[src/rtl/fpis_pkg.sv]
// Package with the types, constants and helper functions of the frame pair interval statistics block.
`default_nettype none
package fpis_pkg;

    localparam int MAX_SAMPLES = 16384;
    localparam int ADDR_W = $clog2(MAX_SAMPLES);
    localparam int CNT_W = ADDR_W + 1;
    localparam int SMP_W = 23;
    localparam int SUM_W = SMP_W + ADDR_W;
    localparam int TIME_W = 48;
    localparam int WARM_W = 27;
    localparam int MINS_W = 15;
    localparam int BIT_W = $clog2(SMP_W);
    localparam int X_W = CNT_W + 11;
    localparam int P_W = 2 * X_W + 1;
    localparam int RECIP_SH = X_W + 10;
    localparam logic [63:0] RECIP_M = ((64'd1 << RECIP_SH) + 64'd999) / 64'd1000;

    localparam logic [TIME_W-1:0] SEVERE_US = 48'd5000000;
    localparam logic [SMP_W-1:0] THR_40 = 23'd40000;
    localparam logic [SMP_W-1:0] THR_50 = 23'd50000;
    localparam logic [SMP_W-1:0] THR_75 = 23'd75000;
    localparam logic [SMP_W-1:0] THR_100 = 23'd100000;

    localparam logic [WARM_W-1:0] WARMUP_RST = 27'd2000000;
    localparam logic [MINS_W-1:0] MINS_RST = 15'd32;

    localparam logic [1:0] CMD_PRESENT = 2'd0;
    localparam logic [1:0] CMD_START = 2'd1;
    localparam logic [1:0] CMD_CLOSE = 2'd2;
    localparam logic [1:0] CMD_UNUSED = 2'd3;

    localparam logic [0:0] CFG_WARMUP = 1'b0;
    localparam logic [0:0] CFG_MIN_SAMPLES = 1'b1;

    localparam logic [1:0] STS_VALID = 2'd0;
    localparam logic [1:0] STS_TOO_FEW = 2'd1;
    localparam logic [1:0] STS_DIRTY = 2'd2;

    localparam logic [3:0] K_N = 4'd0;
    localparam logic [3:0] K_MEAN = 4'd1;
    localparam logic [3:0] K_P50 = 4'd2;
    localparam logic [3:0] K_P95 = 4'd3;
    localparam logic [3:0] K_P99 = 4'd4;
    localparam logic [3:0] K_P999 = 4'd5;
    localparam logic [3:0] K_MAX = 4'd6;
    localparam logic [3:0] K_OVER2X = 4'd7;
    localparam logic [3:0] K_O40 = 4'd8;
    localparam logic [3:0] K_O50 = 4'd9;
    localparam logic [3:0] K_O75 = 4'd10;
    localparam logic [3:0] K_O100 = 4'd11;
    localparam logic [3:0] K_SEVERE = 4'd12;

    typedef struct packed {
        logic [1:0]        cmd;
        logic [TIME_W-1:0] time_us;
        logic              in_play;
    } t_in;

    typedef struct packed {
        logic [3:0]  stat_kind;
        logic [31:0] stat_value;
        logic [1:0]  seg_status;
        logic        last;
    } t_out;

    typedef enum logic [2:0] {
        ST_IDLE,
        ST_SUM,
        ST_IDXA,
        ST_IDXB,
        ST_PCT,
        ST_OVER,
        ST_DIV,
        ST_EMIT
    } t_state;

    function automatic logic [9:0] pct_milli(input logic [1:0] sel);
        logic [9:0] m;
        case (sel)
            2'd0: m = 10'd500;
            2'd1: m = 10'd950;
            2'd2: m = 10'd990;
            default: m = 10'd999;
        endcase
        return m;
    endfunction

endpackage
`default_nettype wire

[src/rtl/fpis_div.sv]
// Restoring divider that produces the truncated mean one quotient bit per cycle.
`default_nettype none
module fpis_div (
    input  wire logic                         i_clk,
    input  wire logic                         i_rst_n,
    input  wire logic                         i_start,
    input  wire logic [fpis_pkg::SUM_W-1:0]   i_dividend,
    input  wire logic [fpis_pkg::CNT_W-1:0]   i_divisor,
    output logic                              o_done,
    output logic [fpis_pkg::SUM_W-1:0]        o_quotient
);

    localparam int STEP_W = $clog2(fpis_pkg::SUM_W + 1);

    logic                          r_busy;
    logic                          r_done;
    logic [STEP_W-1:0]             r_step;
    logic [fpis_pkg::CNT_W-1:0]    r_rem;
    logic [fpis_pkg::SUM_W-1:0]    r_quo;
    logic [fpis_pkg::CNT_W-1:0]    r_dvs;
    logic [fpis_pkg::CNT_W:0]      trial;
    logic                          fits;

    assign trial = {r_rem, r_quo[fpis_pkg::SUM_W-1]};
    assign fits = trial >= {1'b0, r_dvs};

    always_ff @(posedge i_clk) begin
        if (!i_rst_n) begin
            r_busy <= 1'b0;
            r_done <= 1'b0;
            r_step <= '0;
        end else if (i_start) begin
            r_busy <= 1'b1;
            r_done <= 1'b0;
            r_step <= STEP_W'(fpis_pkg::SUM_W);
        end else if (r_busy) begin
            r_step <= r_step - 1'b1;
            if (r_step == STEP_W'(1)) begin
                r_busy <= 1'b0;
                r_done <= 1'b1;
            end
        end
    end

    always_ff @(posedge i_clk) begin
        if (i_start) begin
            r_rem <= '0;
            r_quo <= i_dividend;
            r_dvs <= i_divisor;
        end else if (r_busy) begin
            r_rem <= fits ? fpis_pkg::CNT_W'(trial - {1'b0, r_dvs})
                          : trial[fpis_pkg::CNT_W-1:0];
            r_quo <= {r_quo[fpis_pkg::SUM_W-2:0], fits};
        end
    end

    assign o_done = r_done;
    assign o_quotient = r_quo;

endmodule
`default_nettype wire

[config.mk]
export PLATFORM = sky130hd
export DESIGN_NAME = fpis_div
export DESIGN_NICKNAME = d
export VERILOG_FILES = /design/src/rtl/fpis_pkg.sv /design/src/rtl/fpis_div.sv
export SDC_FILE = /design/constraint.sdc
export NUM_CORES = 1
export LEC_CHECK = 0
export BUFFER_PORTS_ARGS = -buffer_cell sky130_fd_sc_hd__buf_2
export CAP_MARGIN = 30
export CORE_ASPECT_RATIO = 1.2
export CORE_MARGIN = 3
export CORE_UTILIZATION = 58
export DETAILED_ROUTE_END_ITERATION = 8
export PLACE_DENSITY = 0.94
export SKIP_CTS_REPAIR_TIMING = 1
export SYNTH_ARGS = -nofsm -noshare
export SYNTH_HDL_FRONTEND = slang
export SYNTH_SLANG_ARGS = --single-unit
[constraint.sdc]
create_clock -name i_clk -period 5 [get_ports i_clk]
set_input_delay 1.5 -clock i_clk [delete_from_list [all_inputs] [get_ports i_clk]]
set_output_delay 1.5 -clock i_clk [all_outputs]
set_load 0.02 [all_outputs]
==> Implementation_results.wiki <==
{| class="wikitable"
! Metric !! Value
|-
| Antenna viol nets, final || 0
|-
| Unrepaired setup endpoints after global routing || false
|-
| Post-detailed-routing wire length || 8.338 mm
|-
| Number of DRC markers after the initial detailed-route iteration || 147
|-
| Prevailing post-synth register cell || sky130_fd_sc_hd__edfxtp_1
|-
| Maximum clock rate || 369.9 MHz
|-
| Cell accounting for the most synthesized area || sky130_fd_sc_hd__edfxtp_1
|-
| Startpoint Class || flip-flop
|-
| Power density relative to cell area || 336.9 nW/um^2
|-
| Count of different cell masters after synthesis || 47
|-
| Leakage power total || 1.905 nW
|-
| Die outline height || 95.06 um
|-
| Warning count from the yosys run || 0
|-
| Maximum count of clock buffers along a single path || 2
|-
| Core box area || 6206 sq um
|-
| Die area || 7625 sq um
|-
| Post-synthesis average cell area || 12.13 sq um
|-
| Vias in the first global route || 2930
|-
| Aggregate negative setup slack || 0 ps
|-
| Count of final hold-check violations || 0
|-
| DIE WIDTH || 80.22 um
|-
| Setup-violating endpoint count in the final report || 0
|-
| Hold crit path type || flip-flop to flip-flop
|-
| Number of instances in the synthesized netlist || 316
|-
| CTS tree || built
|-
| Part of the power in registers || 49.7%
|-
| Antenna violations before repair || 0
|-
| Half-perimeter wire length after placement || 6.180 mm
|-
| Clock latency reported for the late side of the worst-skew pair || 350 ps
|-
| Via count of the routed design || 2791
|-
| Count of input and output buffers || 92
|-
| Synth top area cells || sky130_fd_sc_hd__edfxtp_1, sky130_fd_sc_hd__dfxtp_1, sky130_fd_sc_hd__mux2_2
|-
| Total internal power || 1.110 mW
|-
| Flip-flop and latch area || 2022 sq um
|-
| Crit Path Class || flip-flop to flip-flop
|-
| Clock-pin slew on the worst setup and hold paths || 80 ps
|-
| Setup crit end kind || flip-flop
|-
| Max transition margin || 42.88%
|-
| # fillers || 420
|-
| Switching power share of the total || 27.66%
|-
| Synthesized net count || 389
|-
| Routed vias/inst || 5.650
|-
| Number of pins with negative max-slew slack in the final report || 0
|-
| I/O pin count || 93
|-
| Area of combinational cells with multiple inputs || 1664 sq um
|-
| Number of rows created at floorplan || 31
|-
| Post-synthesis instance area || 3834 sq um
|-
| Total overflow reported by the global router || 0
|-
| Clk Tree Root Cell || sky130_fd_sc_hd__clkbuf_8
|-
| Design Power || 1.534 mW
|-
| Share of Yosys cell area claimed by the top area cell type || 40.73%
|-
| Sw power || 0.4243 mW
|-
| Peak ir drop on the vdd network || 0.0002804 V
|-
| Result of the run || finished clean
|-
| Final weighted congestion of routability-driven global placement || 0.9827
|-
| Detail-routed net length per standard cell || 16.88 um
|-
| Required time of the critical path || 5280 ps
|-
| Synth Register Bits || 75
|-
| Largest net degree at the start of global routing || 67
|-
| Actual transition at the worst max-transition pin || 855.6 ps
|-
| Share of power burned in combinational logic || 18.7%
|-
| Worst path arrival time || 2980 ps
|-
| Crit path time final || 2704 ps
|-
| Final period util || 54.07%
|-
| Max cap viols || 0
|-
| Layout Skew || 11.48 ps
|-
| Total routing resource utilization after global routing || 23.54%
|-
| Launch point of the critical path || o_quotient[36]
|-
| Sequential fraction of the synthesis area || 52.74%
|-
| Peak fanout along the critical path || 16
|-
| TritonCTS buffer count || 9
|-
| H-tree Lvls || 3
|-
| Min-delay src || r_rem[1]
|-
| Proportion of synthesized flip-flops having asynchronous set or reset || 0%
|-
| First-pass GRT wire length || 13.59 mm
|-
| Fraction of final layout cells with drive strength greater than 1 || 37.62%
|-
| Initial core utilization || 61.77%
|-
| Post-synth EDFFs || 52
|-
| Clock share of power || 31.6%
|-
| Signed area change from the synthesized netlist to the final layout || 18.77%
|-
| Worst r2r src || o_quotient[36]
|-
| Sinks on Clock Net || 75
|-
| Drt pass-1 iters || 5
|-
| Fin nets || 480
|-
| Antenna diodes || 0
|-
| Drc violations || 0
|}
## layout by cell type (no fill, tap or decap), types with 14 or more instances in the layout
master	netlist	layout
sky130_fd_sc_hd__mux2_2	37	37
sky130_fd_sc_hd__nand2_1	18	18
sky130_fd_sc_hd__inv_1	21	21
sky130_fd_sc_hd__buf_2	1	92
sky130_fd_sc_hd__edfxtp_1	52	52
sky130_fd_sc_hd__xnor2_1	14	14
sky130_fd_sc_hd__dfxtp_1	23	23
sky130_fd_sc_hd__ha_1	17	17
sky130_fd_sc_hd__nor2_1	17	17
## logic make-up (layout without fill, tap and decap cells)
kind of cell	after synthesis	count (layout)	synth area share, %
AOI/OAI and AO/OA	62	62	11.78
xor gates and xnor gates	17	17	3.884
adders and majority gates	18	18	6.070
buffers and inverters	35	131	3.851
DFF	75	75	52.74
muxes	49	49	14.03
and+or+nand+nor	60	60	7.637
## worst max-delay path, cell delays in order, from the launching register on
cell and delay, ps:
sky130_fd_sc_hd__edfxtp_1 420, sky130_fd_sc_hd__inv_1 60, sky130_fd_sc_hd__ha_1 220, sky130_fd_sc_hd__fa_1 410, sky130_fd_sc_hd__nor2b_1 180, sky130_fd_sc_hd__o21ai_1 90
sky130_fd_sc_hd__nand4b_1 150, sky130_fd_sc_hd__a211oi_4 100, sky130_fd_sc_hd__nor2_4 500, sky130_fd_sc_hd__mux2_1 390, sky130_fd_sc_hd__o21ai_1 120
## flip-flops by register name (all words and copies together), names as in the netlist
name	cells
r_dvs	15
r_rem	15
r_busy	1
r_step	6
o_done	1
o_quotient	37
## power by group through the flow
stage / clock network [mW] / registers [mW] / logic, mW
finish: 0.485 / 0.762 / 0.287
global route: 0.518 / 0.768 / 0.314
CTS: 0.497 / 0.761 / 0.288
detailed placement: 0 / 0.774 / 0.288
global placement: 0 / 0.772 / 0.275
floorplan: 0 / 0.804 / 0.165
## per-layer routing
layer / global-route usage, % / wire length (um) / up-vias
met1: 27.41 / 3227 / 1304
met2: 39.23 / 4272 / 130
met5: 0 / 0 / -
met3: 7.467 / 737 / 10
li1: - / - / 1347
met4: 11.41 / 100 / 0
## final timing paths
kind         cells after the start  endpoint  slack [ps]
min                              2  r_rem[1]         490
min reg2reg                      2  r_rem[1]         490
max reg2reg                     10  r_rem[1]        2300
max                             10  r_rem[1]        2300
## Yosys cell counts, types with 8 or more instances
| library cell | n |
|---|---|
| sky130_fd_sc_hd__clkbuf_1 | 8 |
| sky130_fd_sc_hd__o21ai_1 | 8 |
| sky130_fd_sc_hd__a21oi_1 | 8 |
| sky130_fd_sc_hd__nand2_1 | 18 |
| sky130_fd_sc_hd__nor2_1 | 17 |
| sky130_fd_sc_hd__inv_1 | 21 |
| sky130_fd_sc_hd__dfxtp_1 | 23 |
| sky130_fd_sc_hd__xnor2_1 | 14 |
| sky130_fd_sc_hd__o21ai_0 | 8 |
| sky130_fd_sc_hd__edfxtp_1 | 52 |
| sky130_fd_sc_hd__mux2_2 | 37 |
| sky130_fd_sc_hd__ha_1 | 17 |
| sky130_fd_sc_hd__mux2i_1 | 11 |
## area by class of cell
type	instances	area share [%]
repair buffers	94	10.44
well taps	82	2.253
flip-flops and latches	75	44.41
inverters	21	1.731
clock buffers	11	3.325
clock inverters	5	1.292
multi-input cells	206	36.55
## per-stage QoR
stage	utilization (%)	hold slack, ps	area (sq um)	worst slack [ps]	cells
after floorplan	-	438.9	3834	2044	316
after CTS	73.37	488.0	4553	2308	494
after global placement	69.98	455.0	4343	2039	478
after global routing	73.37	526.1	4553	2133	494
after detailed placement	69.98	473.0	4343	2006	478
final	73.37	492.9	4553	2296	494
(Power assumes the default switching activity.)
